## src/hw/rtl/hsd_pkg.sv

```systemverilog
// Shared types and constants for the Hamming single-error-correcting decoder.
// No dependencies; imported by hsd_decode, hamming_sec_decoder_core and the testbench.
`timescale 1ns / 1ps
`default_nettype none

package hsd_pkg;

  // Fixed field widths of the codeword, data and syndrome ports
  localparam int CW_W   = 63;
  localparam int DATA_W = 57;
  localparam int SYN_W  = 6;

  // Parity-bit count register
  localparam int                CFG_W        = 3;
  localparam logic [CFG_W-1:0]  PARITY_RESET = 3'd6;

  // One decoded result as it leaves the decode logic
  typedef struct packed {
    logic [DATA_W-1:0] data_bits;
    logic [SYN_W-1:0]  syndrome;
  } hsd_result_t;

endpackage : hsd_pkg

`default_nettype wire

```

## src/hw/rtl/hsd_decode.sv

```systemverilog
// Combinational Hamming decode: position mapping, syndrome, correction, data compaction.
// Depends on hsd_pkg for widths and the hsd_result_t struct.
`timescale 1ns / 1ps
`default_nettype none

module hsd_decode
  import hsd_pkg::*;
#(
  parameter int MAX_PARITY_BITS = 6
) (
  input  wire logic [CW_W-1:0]  codeword,
  input  wire logic [CFG_W-1:0] parity_bits,
  output hsd_result_t           result
);

  localparam int MAX_N = (2 ** MAX_PARITY_BITS) - 1;
  localparam int MAX_M = MAX_N - MAX_PARITY_BITS;

  // Position-ordered codeword for each possible parity count; position p at bit n - p
  logic [MAX_N:1]   cand  [MAX_PARITY_BITS];
  logic [MAX_N:1]   pos;
  logic [MAX_N:1]   corr;
  logic [MAX_PARITY_BITS-1:0] syn;
  logic [MAX_M-1:0] lin;
  logic [MAX_M-1:0] dcand [MAX_PARITY_BITS];
  logic [MAX_M-1:0] data;

  for (genvar rr = 1; rr <= MAX_PARITY_BITS; rr++) begin : g_map
    for (genvar p = 1; p <= MAX_N; p++) begin : g_pos
      if (p <= (2 ** rr) - 1) begin : g_in
        assign cand[rr-1][p] = codeword[(2 ** rr) - 1 - p];
      end else begin : g_out
        assign cand[rr-1][p] = 1'b0;
      end
    end
  end

  // Pick the mapping for the active parity count
  always_comb begin
    pos = '0;
    for (int k = 0; k < MAX_PARITY_BITS; k++) begin
      if (parity_bits == CFG_W'(k + 1)) begin
        pos = cand[k];
      end
    end
  end

  // Syndrome bit k: parity over every position that contains power 2^k
  always_comb begin
    syn = '0;
    for (int k = 0; k < MAX_PARITY_BITS; k++) begin
      for (int p = 1; p <= MAX_N; p++) begin
        if (((p >> k) & 1) == 1) begin
          syn[k] = syn[k] ^ pos[p];
        end
      end
    end
  end

  // Flip the named position; a zero syndrome names none
  always_comb begin
    for (int p = 1; p <= MAX_N; p++) begin
      corr[p] = pos[p] ^ (syn == MAX_PARITY_BITS'(p));
    end
  end

  // Drop power-of-two positions, keep data positions in ascending order
  for (genvar p = 3; p <= MAX_N; p++) begin : g_lin
    if ((p & (p - 1)) != 0) begin : g_data
      assign lin[p - 1 - $clog2(p + 1)] = corr[p];
    end
  end

  // Right-align with the lowest position as the most significant bit
  for (genvar rr = 1; rr <= MAX_PARITY_BITS; rr++) begin : g_align
    localparam int MM = (2 ** rr) - 1 - rr;
    for (genvar i = 0; i < MAX_M; i++) begin : g_bit
      if (i < MM) begin : g_used
        assign dcand[rr-1][i] = lin[MM - 1 - i];
      end else begin : g_zero
        assign dcand[rr-1][i] = 1'b0;
      end
    end
  end

  always_comb begin
    data = '0;
    for (int k = 0; k < MAX_PARITY_BITS; k++) begin
      if (parity_bits == CFG_W'(k + 1)) begin
        data = dcand[k];
      end
    end
  end

  assign result.data_bits = DATA_W'(data);
  assign result.syndrome  = SYN_W'(syn);

endmodule : hsd_decode

`default_nettype wire

```

## src/hw/rtl/hamming_sec_decoder_core.sv

```systemverilog
// Top level of the Hamming single-error-correcting decoder: config register, input and
// result registers around the decode logic. Depends on hsd_pkg and hsd_decode.
//
//   Channel   Handshake          Payload                   Direction
//   -------   ----------------   -----------------------   ---------
//   config    cfg_we             cfg_data[2:0]             in
//   input     start, busy        codeword[62:0]            in
//   result    done (strobe)      data_bits[56:0],          out
//                                syndrome[5:0]
//
// One codeword is taken every cycle; busy stays low.
// Each result passes through the input register, then through the decode XOR trees
// into the result register.
// The parity-bit count is sampled with each codeword, so a later write does not alter it.
// rst is synchronous and clears the pipeline valids and sets the parity count to six.
// The receiver cannot stall; done is a single-cycle strobe per result.
`timescale 1ns / 1ps
`default_nettype none

module hamming_sec_decoder_core
  import hsd_pkg::*;
#(
  parameter int MAX_PARITY_BITS = 6
) (
  input  wire logic              clk,
  input  wire logic              rst,
  input  wire logic              cfg_we,
  input  wire logic [CFG_W-1:0]  cfg_data,
  input  wire logic              start,
  output      logic              busy,
  input  wire logic [CW_W-1:0]   codeword,
  output      logic              done,
  output      logic [DATA_W-1:0] data_bits,
  output      logic [SYN_W-1:0]  syndrome
);

  logic [CFG_W-1:0] parity_bits;
  logic [CFG_W-1:0] r_eff;
  logic             in_valid;
  logic [CW_W-1:0]  in_cw;
  logic [CFG_W-1:0] in_r;
  logic             accept;
  hsd_result_t      dec;

  assign busy   = 1'b0;
  assign accept = start && !busy;

  // Hold the parity-bit count register
  always_ff @(posedge clk) begin
    if (rst) begin
      parity_bits <= PARITY_RESET;
    end else if (cfg_we) begin
      parity_bits <= cfg_data;
    end
  end

  // Saturate the count into 1..MAX_PARITY_BITS
  always_comb begin
    if (parity_bits == '0) begin
      r_eff = CFG_W'(1);
    end else if (parity_bits > CFG_W'(MAX_PARITY_BITS)) begin
      r_eff = CFG_W'(MAX_PARITY_BITS);
    end else begin
      r_eff = parity_bits;
    end
  end

  // Capture each transfer with its parity count
  always_ff @(posedge clk) begin
    if (rst) begin
      in_valid <= 1'b0;
    end else begin
      in_valid <= accept;
    end
  end

  always_ff @(posedge clk) begin
    if (accept) begin
      in_cw <= codeword;
      in_r  <= r_eff;
    end
  end

  hsd_decode #(
    .MAX_PARITY_BITS (MAX_PARITY_BITS)
  ) u_decode (
    .codeword    (in_cw),
    .parity_bits (in_r),
    .result      (dec)
  );

  // Register the result and strobe it for one cycle
  always_ff @(posedge clk) begin
    if (rst) begin
      done <= 1'b0;
    end else begin
      done <= in_valid;
    end
  end

  always_ff @(posedge clk) begin
    if (in_valid) begin
      data_bits <= dec.data_bits;
      syndrome  <= dec.syndrome;
    end
  end

  // Every transfer yields a strobe once it has passed the input and result registers
  a_latency : assert property (@(posedge clk) disable iff (rst)
    accept |-> ##2 done)
    else $error("transfer did not produce a result");

  // No strobe without a matching earlier transfer
  a_no_spurious : assert property (@(posedge clk) disable iff (rst)
    done |-> $past(accept, 2))
    else $error("result strobe without a matching transfer");

  // Sampled parity count is always within the saturated range
  a_r_range : assert property (@(posedge clk) disable iff (rst)
    in_valid |-> (in_r != '0) && (in_r <= CFG_W'(MAX_PARITY_BITS)))
    else $error("parity count outside saturated range");

  // Syndrome cannot exceed the largest position of the active code
  a_syn_bound : assert property (@(posedge clk) disable iff (rst)
    in_valid |-> (SYN_W + 1)'(dec.syndrome) < ((SYN_W + 1)'(1) << in_r))
    else $error("syndrome beyond codeword length");

endmodule : hamming_sec_decoder_core

`default_nettype wire

```

## config.mk

```make
export PLATFORM = sky130hd
export DESIGN_NAME = hamming_sec_decoder_core
export DESIGN_NICKNAME = d
export VERILOG_FILES = /design/src/hw/rtl/hsd_pkg.sv /design/src/hw/rtl/hsd_decode.sv /design/src/hw/rtl/hamming_sec_decoder_core.sv
export SDC_FILE = /design/constraint.sdc
export NUM_CORES = 1
export LEC_CHECK = 0
export BUFFER_PORTS_ARGS = -buffer_cell sky130_fd_sc_hd__buf_4
export CORE_MARGIN = 4
export CORE_UTILIZATION = 45
export CTS_BUF_LIST = sky130_fd_sc_hd__clkbuf_8
export DETAILED_ROUTE_END_ITERATION = 10
export PLACE_DENSITY_LB_ADDON = 0.08
export SETUP_SLACK_MARGIN = 0.05
export SLEW_MARGIN = 20
export SYNTH_ARGS = -nofsm -noshare
export SYNTH_HDL_FRONTEND = slang
export SYNTH_SLANG_ARGS = --single-unit
export TNS_END_PERCENT = 20
```

## constraint.sdc

```tcl
create_clock -name clk -period 7.74 [get_ports clk]
set_clock_uncertainty 0.2 [all_clocks]
set_input_delay 0.387 -clock clk [delete_from_list [all_inputs] [get_ports clk]]
set_output_delay 0.387 -clock clk [all_outputs]
set_load 0.005 [all_outputs]
```

# [Word level (Yosys, flattened, before mapping)]
# Index checks and enable logic that the tools add are counted.
[word_totals] elab_cells=327 inputBits=70 out_inout_bits=65 ff_bits=134
[classes] eq_ne=63 reduce_logical=1 magnitude_cmp=1 muxes=12 bitwise_logic=243
[op_table] cell="$mux 63" n=5
[op_table] cell="$xor 1x1->1" n=243
[op_table] cell="$eq 6x6->1 const B" n=31
[op_table] cell="$eq 6x5->1 const B" n=15
[op_table] cell="$mux 57" n=1
[op_table] cell="$eq 6x4->1 const B" n=7
[op_table] cell="$mux 26" n=1
[op_table] cell="$eq 6x3->1 const B" n=3
[op_table] cell="$mux 11" n=1
[op_table] cell="$eq 3x3->1 const B" n=3
[op_table] cell="$eq 3x2->1 const B" n=2
[op_table] cell="$eq 6x2->1 const B" n=1
[op_table] cell="$mux 4" n=1
[op_table] cell="$eq 3x1->1 const B" n=1
[op_table] cell="$gt 3x3->1 const B" n=1
[op_table] cell="$logic_not 3->1" n=1
[op_table] cell="$mux 3" n=1
[op_table] cell="$mux 1" n=2

# [Depth between registers and ports, before layout]
# Gate-level depths: netlist (run 1).
[logic_depth] ltp_word=45 depth_mapped=17 ltp_nobuf=13

# [Hierarchy]
# From an unflattened synthesis (run 1), not the netlist that was laid out.
[hier_totals] cells_unflattened=656 hier_area_um2=8007.7
[modules_own_cells] mod="hamming_sec_decoder_core" area_per_inst_um2=4063.9 n_inst=1 seq_area_each_um2=3973.8 cells_each=150
[modules_own_cells] mod="hsd_decode" area_per_inst_um2=3943.8 n_inst=1 seq_area_each_um2=0.0 cells_each=506

# [Worst setup path before layout (run 1)]
# No wires, ideal clock.
[synth_path] kind="register to register" startpoint="register in_r[0]" endpoint="register data_bits[1], data pin" n_path_buf=2 t_arrival_ps=3367 setup_slack_ps=3912 synth_period_minus_slack_ps=3828 path_stages_with_launch=15 setup_time_ps=261 required_ps=7279 cell_sequence="edfxtp_1 buf_6 buf_6 mux2i_1 o21ai_1 nand2_1 xor2_1 xnor2_1 xnor3_1 xnor3_1 nor2_1 nand3_1 xor2_1 nor3b_1 a221o_1"
[synth_rtl] item="from (decl)" line="hamming_sec_decoder_core.sv:41" source="logic [CFG_W-1:0] in_r;"
[synth_rtl] item="from (signal assigned)" line="hamming_sec_decoder_core.sv:80" source="in_r <= r_eff;"
[synth_rtl] item="to (signal assigned)" line="hamming_sec_decoder_core.sv:103" source="data_bits <= dec.data_bits;"
[synth_rtl] item="to (decl)" line="hamming_sec_decoder_core.sv:33" source="output logic [DATA_W-1:0] data_bits,"

==> impl_metrics.tcl, run 1 <==
set metrics [dict create \
    status "finished, final reports clean" \
    worst_skew_pair.late_latency_ns 0.45 \
    rsz0062_at_grt "false" \
    post_cts_buffers 0 \
    worst-r2r-cell-count 13 \
    grt_start_max_net_pins 68 \
    path_clk_slew_ns 0.08 \
    synth_mux_area_share_pct 2.39 \
    start_util_pct 46.0 \
    max-slew-margin-rel_pct 34.8 \
    first_pass_iters 6 \
    worst-slew-pin-transition_ns 0.978 \
    ys_seq_area_share_pct 50.0 \
    gp_congestion 0.958 \
    drtAntennaViolNets 0 \
    drc 0 \
    power.density_nw_per_um2 316 \
    coreArea_um2 17300 \
    slew_violations 0 \
    grt_pass1_wl_um 36900 \
    synth_most_common_cell "edfxtp_1" \
    final_nets 957 \
    timing.fmax_mhz 178 \
    ctsResizeCount 0 \
    drive_gt1_share_pct 21.7 \
    clock-sinks 134 \
    p_leak_nw 3.82 \
    synth_common_cells "edfxtp_1 (129), xnor2_1 (102), nor2_1 (66)" \
    synth_compound_area_share_pct 9.52 \
    cts_tree "built" \
    r2r_start "in_r[0]" \
    r2r_setup_slack_ns 2.13 \
    placedCellCount 1021 \
    port_buffers 133 \
    synthArstFlopShare_pct 0 \
    synthTopCellsByArea "edfxtp_1 (49%), xnor2_1 (11%), xor2_1 (5.2%)" \
    syn-instance-count 711 \
    synth_nets 781 \
    cts_inserted_buffers 17 \
    period_minus_slack_ns 5.61 \
    cts_hold_buffers 72 \
    synth.ff_latch_count 134 \
    dieArea_um2 19900 \
    yosys.area_share.simple_pct 13.6 \
    finalSetupTns_ns 0 \
    yosysUniqueCellTypes 71 \
    clockBufferDepth 2 \
    worstPathRequired_ns 7.74 \
    area.growth.synth_to_final_pct 27.8 \
    finalWirelength_um 24400 \
    fp.dieH_um 141 \
    wl_per_cell_um 21.7 \
    die_w_um 141 \
    dr_total_vias 6173 \
    p_comb_share_pct 48.8 \
    yosysTopAreaCell "edfxtp_1" \
    worst-path-max-fanout 27 \
    worstSetupEndpointType "register" \
    htree_levels 4 \
    swShare_pct 42.8 \
    synth_xor_area_share_pct 20.0 \
    setup_viol 0 \
    hold_end "in_r[1]" \
    io-pin-count 135 \
    insertedDiodeCount 0 \
    hold_path_depth 0 \
    std_cell_rows 48 \
    synth_edf_count 129 \
    worstSetupPathType "reg2reg" \
    drv_cap 0 \
    gr-total-overflow 0 \
    worstPathArrival_ns 5.62 \
    netlist.area_leader.share_pct 48.7 \
    cp-start-kind "register" \
    grt_antenna_before_repair 1 \
    power_frac_seq_pct 29.9 \
    synth-adder-area-share_pct 0.126 \
    drtIter0Drc 754 \
    cts-root-buf "clkbuf_8" \
    synth_top_family_by_area "XOR/XNOR gates" \
    regToRegEndpoint "data_bits[5]" \
    power_frac_clock_pct 21.3 \
    track_usage_pct 24.9 \
    p_int_w 0.00184 \
    min-delay-start "parity_bits[1]" \
    stdcell_count 1125 \
    synth_flop_cell "edfxtp_1" \
    grt_pass1_vias 6212 \
    dpl.hpwl_um 17800 \
    hold_violations 0 \
    synthesis.area_um2 7950 \
    synth_warnings 0 \
    peakVddDrop_v 0.000273 \
    power_switching_w 0.00137 \
    syn_area_per_cell_um2 11.2 \
    fin_crit_sh_pct 72.5 \
    worst_hold_path_type "reg2reg" \
    viasPerCell 5.49 \
]
==> metrics by stage <==
stage | total power [W] | util (%) | hold WS, ns | worst slack, ns | instance area [µm²]
floorplan | 0.00202 | - | 0.259 | 3.91 | 7950
global placement | 0.00249 | 51.9 | 0.222 | 1.93 | 8970
detailed placement | 0.00248 | 51.9 | 0.221 | 2.28 | 8970
CTS | 0.00319 | 58.7 | 0.240 | 2.26 | 10200
global route | 0.00336 | 58.7 | 0.253 | 1.90 | 10200
finish | 0.00321 | 58.7 | 0.241 | 2.13 | 10200
==> flip-flops by register name, indices dropped and copies added, names as in the netlist <==
name,cells
in_cw,63
syndrome,6
done,1
parity_bits,3
in_r,3
in_valid,1
data_bits,57
==> per-layer routing <==
metal	wire (µm)	part of all wire [%]	GRT usage, %
met1	10500	43	34.6
met5	0	0	0
met4	647	2.7	8.72
met2	11300	46	39.2
met3	1960	8.0	4.95
==> placed cells by master (no fill, tap or decap), types with 6 or more instances in the layout <==
master	n
xor2_1	47
dlygate4sd3_1	72
or3_1	6
nor2b_1	9
xnor2_1	102
nand2b_1	6
mux2i_1	10
mux2_2	7
edfxtp_1	129
and2_1	15
a21oi_1	17
nor2_1	66
buf_4	138
nand2_1	58
nor3_1	12
o21ai_0	16
nand3_1	20
clkbuf_8	19
xnor3_1	8
inv_1	11
o22ai_1	25
==> layout make-up <==
cell class | instances | area (µm²)
fillers | 1504 | 7140
flip-flops and latches | 134 | 3980
multi-input cells | 513 | 3640
repair buffers | 210 | 1760
well taps | 225 | 282
clock buffers | 19 | 262
clock inverters | 13 | 204
inverters | 11 | 41.3
==> power by group through the flow <==
stage	logic (W)	clock network, W	registers, W
6_report	0.00157	0.000683	0.000960
2_1_floorplan	0.00108	0	0.000941
4_1_cts	0.00154	0.000697	0.000959
3_3_place_gp	0.00151	0	0.000975
3_5_place_dp	0.00150	0	0.000976
5_1_grt	0.00167	0.000730	0.000966
==> cells by family (layout without fill, tap and decap cells) <==
logic type | Yosys count | after routing
buf+inv | 64 | 253
mux | 18 | 18
flops | 134 | 134
fa+ha+maj | 1 | 1
other cells | 1 | 1
simple gates | 222 | 222
compound gates | 108 | 108
xor+xnor | 163 | 163
==> critical path, stage by stage (launching register included) <==
cell,delay (ns)
edfxtp_1,0.93
buf_4,0.44
and2b_1,0.43
a32oi_2,0.14
xnor2_1,0.29
xnor2_2,0.18
xnor2_1,0.14
xnor3_1,0.43
xnor2_1,0.43
and2_1,0.55
nand3_1,0.20
xnor2_1,0.55
a21oi_1,0.13
o211a_1,0.28
==> worst max-delay path by stage <==
stage | from | end | slack, ns | cells after the start
finish | in_r[0] | data_bits[5] | 2.13 | 13
global route | in_r[0] | data_bits[5] | 1.90 | 13
CTS | in_r[0] | data_bits[5] | 2.26 | 13
detailed placement | in_r[0] | data_bits[5] | 2.28 | 13
global placement | in_r[0] | data_bits[0] | 1.93 | 13
floorplan | in_r[0] | data_bits[1] | 3.91 | 14
(Power assumes the default switching activity.)
==> inputs of run 2 (changes only) <==
==> constraint.sdc (replaced) <==
create_clock -name clk -period 5.1 [get_ports clk]
set_clock_uncertainty 0.2 [all_clocks]
set_input_delay 0.255 -clock clk [delete_from_list [all_inputs] [get_ports clk]]
set_output_delay 0.255 -clock clk [all_outputs]
set_load 0.005 [all_outputs]
==> run 2 against run 1 <==
Via count rose by 2.3%. Worst setup slack worse by 1.8 ns. Critical path type unchanged. Sequential share of layout area fell by 1.0 points.
==> impl_metrics.tcl, run 2 (synthesis results as in run 1) <==
set metrics [dict create \
    top_register "in_cw" \
    worst-path-max-fanout 31 \
    std_cell_rows 48 \
    worst-slew-pin-transition_ns 0.858 \
    mostFrequentLayoutCell "buf_4" \
    max-slew-margin-rel_pct 42.8 \
    peakVddDrop_v 0.000251 \
    fin_util_pct 60.3 \
    timing.fmax_mhz 208 \
    drv_cap 0 \
    hold_violations 0 \
    wl_per_cell_um 21.5 \
    worst_hold_path_type "in2reg" \
    dr_total_vias 6318 \
    viasPerCell 5.39 \
    port_buffers 133 \
    worst_skew_pair.late_latency_ns 0.46 \
    cts_tree "built" \
    power.density_nw_per_um2 478 \
    hold-worst-slack_ns 0.212 \
    grt_start_max_net_pins 68 \
    drive_gt1_share_pct 25.6 \
    fin_total_pwr_w 0.00498 \
    die_w_um 141 \
    drtAntennaViolNets 0 \
    grt_antenna_before_repair 0 \
    cts_inserted_buffers 17 \
    worstSetupPathType "reg2reg" \
    clock-sinks 134 \
    cts-root-buf "clkbuf_8" \
    gr-total-overflow 0 \
    p_leak_nw 3.99 \
    start_util_pct 46.0 \
    grt_pass1_wl_um 38300 \
    worst_path_max_delay_cell "and3b_1" \
    largest_reg_flops 63 \
    insertedDiodeCount 0 \
    final_cell_mix "buf_4 (185), edfxtp_1 (129), xnor2_1 (101)" \
    path_delay_family "XOR/XNOR gates" \
    cp-start-kind "register" \
    track_usage_pct 25.9 \
    crit_chain "buf_4, and3b_1, a32o_1, xor2_2, xnor2_1, xnor3_1, xnor2_2, and2_1, buf_4, nand3_1, xor2_1, mux2i_1, a221o_1" \
    dpl.hpwl_um 18800 \
    finalSetupTns_ns 0 \
    area.growth.synth_to_final_pct 31.1 \
    final_nets 1004 \
    fp.dieH_um 141 \
    crit_buf_inv 2 \
    worstPathRequired_ns 5.11 \
    gp_congestion 0.983 \
    fin_crit_sh_pct 94.1 \
    drtIter0Drc 677 \
    status "finished, final reports clean" \
    coreArea_um2 17300 \
    worstSetupEndpointType "register" \
    rsz0062_at_grt "false" \
    critical_path.most_common_cell "buf_4" \
    io-pin-count 135 \
    setup_viol 0 \
    slew_violations 0 \
    first_pass_iters 6 \
    clockBufferDepth 2 \
    dieArea_um2 19900 \
    worstPathArrival_ns 4.80 \
    drc 0 \
    setup_ws_ns 0.303 \
    critical_path.max_stage_delay_ns 0.61 \
    htree_levels 4 \
    place_ws_ns 0.183 \
    path_clk_slew_ns 0.08 \
    finalWirelength_um 25200 \
    top_regs "in_cw: 63 flops, data_bits: 57 flops, syndrome: 6 flops" \
    grt_pass1_vias 6365 \
    period_minus_slack_ns 4.80 \
]
==> run 2: cell types whose count changed in the layout (fill, tap and decap cells not counted), sizes merged <==
cell      delta
inv          +3
clkinv       -2
bufinv       -4
clkinvlp     +4
buf         +47
clkbuf       -1
==> run 2: timing repair <==
action / 4_1_cts / 5_1_grt
hold endpoints to repair: 68 / 0
hold buffers: 72 / 0
endpoints found under the setup margin: 0 / 4
buffers inserted: 0 / 0
gates resized for setup: 0 / 1
==> run 2: worst reg2reg max path, cell delays in order (launching register included) <==
cell and delay (ns):
edfxtp_1 0.46, buf_4 0.37, and3b_1 0.61, a32o_1 0.37, xor2_2 0.27, xnor2_1 0.20, xnor3_1 0.31, xnor2_2 0.36
and2_1 0.25, buf_4 0.16, nand3_1 0.09, xor2_1 0.38, mux2i_1 0.14, a221o_1 0.37
==> run 2: final timing paths <==
check | from | to | slack, ns | depth (start not counted)
hold reg to reg | parity_bits[1] | in_r[1] | 0.24 | 0
hold / removal | start | in_cw[2] | 0.21 | 1
setup reg to reg | in_r[1] | data_bits[1] | 0.30 | 13
setup / recovery | in_r[1] | data_bits[1] | 0.30 | 13
==> run 2: per-layer routing <==
layer  global-route usage, %  vias to the layer above  wire length [µm]
met5                       0                        -                 0
met1                    35.4                     3011             10700
met4                    8.77                        0               685
li1                        -                     2954                 -
met3                    5.43                       44              1920
met2                    41.4                      309             11900
==> run 2: power by group <==
group,leakage [nW],switching (W),internal [W]
clock network,0.177,0.000453,0.000400
logic,2.51,0.00157,0.00111
registers,1.31,0.0000897,0.00136
==> run 2: layout make-up <==
type,instances,area [µm²]
fill,1463,6870
clock inverter,14,126
tap,225,282
sequential,134,3980
inverter,11,41.3
timing repair buffer,257,2110
clock buffer,18,248
multi-input combinational,513,3640
==> run 2: stage by stage <==
step                instance area (µm²)  instances
floorplan                          7950        711
detailed placement                 9320       1068
global placement                   9320       1068
global route                      10400       1172
CTS                               10400       1172
finish                            10400       1172
==> inputs of run 3 (changes only) <==
--- a/config.mk
+++ b/config.mk
@@ -7,10 +7,12 @@
 export LEC_CHECK = 0
 export BUFFER_PORTS_ARGS = -buffer_cell sky130_fd_sc_hd__buf_4
 export CORE_MARGIN = 4
-export CORE_UTILIZATION = 45
+export CORE_UTILIZATION = 50
 export CTS_BUF_LIST = sky130_fd_sc_hd__clkbuf_8
 export DETAILED_ROUTE_END_ITERATION = 10
 export PLACE_DENSITY_LB_ADDON = 0.08
+export RECOVER_POWER = 25
+export REMOVE_ABC_BUFFERS = 1
 export SETUP_SLACK_MARGIN = 0.05
 export SLEW_MARGIN = 20
 export SYNTH_ARGS = -nofsm -noshare
==> run 3 against run 2 <==
The run now ends with max-capacitance violations, max-slew violations left. Via count is 1.2% higher. Final area down 0.42%. Utilization grew 7.3 points. Flip-flop and latch count unchanged. Wire length increased by 1.6%. Sequential power barely moved. Total power increased by 0.20%. First-iteration DRC count rose by 1.0%. Critical path type unchanged. Largest cell class unchanged.
==> impl_metrics.tcl, run 3 (synthesis results as in run 1) <==
set metrics [dict create \
    status "finished with violations" \
    violations "max-capacitance violations, max-slew violations" \
    drive_gt1_share_pct 25.0 \
    critical_path.most_common_cell "xnor2_1" \
    r2r_setup_slack_ns 0.34 \
    n_fill_cell 1188 \
    worstSetupEndpointType "register" \
    gp_congestion 0.957 \
    crit_chain "buf_4, and2_1, a32oi_2, xnor2_1, xnor2_2, xnor2_1, xnor2_1, xor3_2, nor2_1, buf_4, nand3_1, xor2_1, nor3b_1, a221o_1" \
    largest_reg_flops 63 \
    worst-r2r-cell-count 14 \
    hold_path_depth 0 \
    post_cts_buffers 0 \
    path_clk_slew_ns 0.08 \
    coreArea_um2 15400 \
    first_pass_iters 6 \
    stdcell_count 1155 \
    htree_levels 4 \
    mostFrequentLayoutCell "edfxtp_1" \
    dpl.hpwl_um 18300 \
    gr-total-overflow 0 \
    cts-root-buf "clkbuf_8" \
    cp-start-kind "register" \
    rsz0062_at_grt "false" \
    start_util_pct 51.7 \
    worst_hold_path_type "reg2reg" \
    worstPathArrival_ns 4.76 \
    design_area_um2 10400 \
    p_leak_nw 3.96 \
    placedCellCount 1050 \
    viasPerCell 5.54 \
    grt_start_max_net_pins 68 \
    die_w_um 134 \
    worst-slew-pin-transition_ns 3.63 \
    track_usage_pct 29.2 \
    worstSetupPathType "reg2reg" \
    period_minus_slack_ns 4.76 \
    wl_per_cell_um 22.2 \
    dieArea_um2 18000 \
    grt_antenna_before_repair 1 \
    setup_viol 0 \
    placed_area_um2 9280 \
    critical_path.max_stage_delay_ns 0.86 \
    peakVddDrop_v 0.000271 \
    finalWirelength_um 25600 \
    std_cell_rows 45 \
    top_register "in_cw" \
    grt_pass1_wl_um 38900 \
    fp.dieH_um 134 \
    worst_skew_pair.late_latency_ns 0.46 \
    endpoint "data_bits[1]" \
    r2r_start "in_r[2]" \
    drc 0 \
    fin_crit_sh_pct 93.3 \
    hold_violations 0 \
    dr_total_vias 6395 \
    cts_tree "built" \
    worstPathRequired_ns 5.10 \
    final_cell_mix "edfxtp_1 (129), buf_4 (117), xnor2_1 (102)" \
    clockBufferDepth 2 \
    top_regs "in_cw: 63 flops, data_bits: 57 flops, syndrome: 6 flops" \
    final_nets 1000 \
    drtAntennaViolNets 0 \
    cts_inserted_buffers 17 \
    critPathLaunch "in_r[2]" \
    port_buffers 133 \
    area.growth.synth_to_final_pct 30.6 \
    hold-worst-slack_ns 0.238 \
    regToRegEndpoint "data_bits[1]" \
    worst_path_max_delay_cell "edfxtp_1" \
    worst-path-max-fanout 21 \
    power.density_nw_per_um2 481 \
    drtIter0Drc 684 \
    cts_hold_buffers 72 \
    ctsResizeCount 0 \
    grt_pass1_vias 6422 \
    drv_cap 1 \
    timing.fmax_mhz 210 \
    clock-sinks 134 \
    slew_violations 68 \
    io-pin-count 135 \
    max-slew-margin-rel_pct -142 \
]
run 3: changes by cell type in the layout (fill, tap and decap cells not counted), moves of 2 or more:
cell,change
clkinv_4,+2
clkinvlp_4,-2
clkbuf_4,+62
clkbuf_1,+2
clkinv_2,+2
buf_4,-68
run 3: worst min path at each step:
| stage | from | endpoint | slack (ns) |
|---|---|---|---|
| 2_1_floorplan | rst | done | 0.13 |
| 4_1_cts | start | in_cw[13] | 0.22 |
| 6_report | parity_bits[2] | in_r[2] | 0.24 |
| 3_5_place_dp | parity_bits[2] | in_r[2] | 0.22 |
| 3_3_place_gp | parity_bits[1] | in_r[1] | 0.23 |
| 5_1_grt | parity_bits[2] | in_r[2] | 0.25 |
run 3: cell type report:
| cell class | count | area (µm²) | area share [%] |
|---|---|---|---|
| antenna | 1 | 2.50 | 0.0241 |
| clock buffer | 17 | 234 | 2.25 |
| clock inverter | 15 | 156 | 1.51 |
| inverter | 11 | 41.3 | 0.398 |
| multi-input combinational | 513 | 3640 | 35.0 |
| sequential | 134 | 3980 | 38.3 |
| tap | 211 | 264 | 2.54 |
| timing repair buffer | 253 | 2070 | 20.0 |
run 3: per-layer routing:
layer	global-route usage (%)	routed length (µm)	up-vias
met1	38.1	10400	3056
met2	48.5	12500	339
li1	-	-	2945
met3	6.41	2030	55
met4	9.90	697	0
met5	0	0	-
run 3: through the flow:
stage               utilization, %  total power [W]  setup TNS, ns  worst slack (ns)
global route                  67.5          0.00526              0             0.124
CTS                           67.6          0.00498              0             0.340
floorplan                        -          0.00296         -0.797            -0.153
global placement              60.4          0.00404              0             0.317
detailed placement            60.4          0.00404              0             0.367
finish                        67.5          0.00499              0             0.342
run 3: power breakdown:
group	leakage [nW]	switching, W	total [W]	internal (W)
combinational	2.46	0.00157	0.00265	0.00108
sequential	1.31	0.0000928	0.00145	0.00136
clock	0.190	0.000456	0.000892	0.000436
total	3.96	0.00212	0.00499	0.00288
run 3: critical path, delay by kind of cell (launching register included):
kind,cells,cell delay [ns]
buffers and inverters,2,0.50
DFF,1,0.86
xor gates and xnor gates,6,1.93
and+or+nand+nor,4,0.60
AOI/OAI and AO/OA,2,0.39
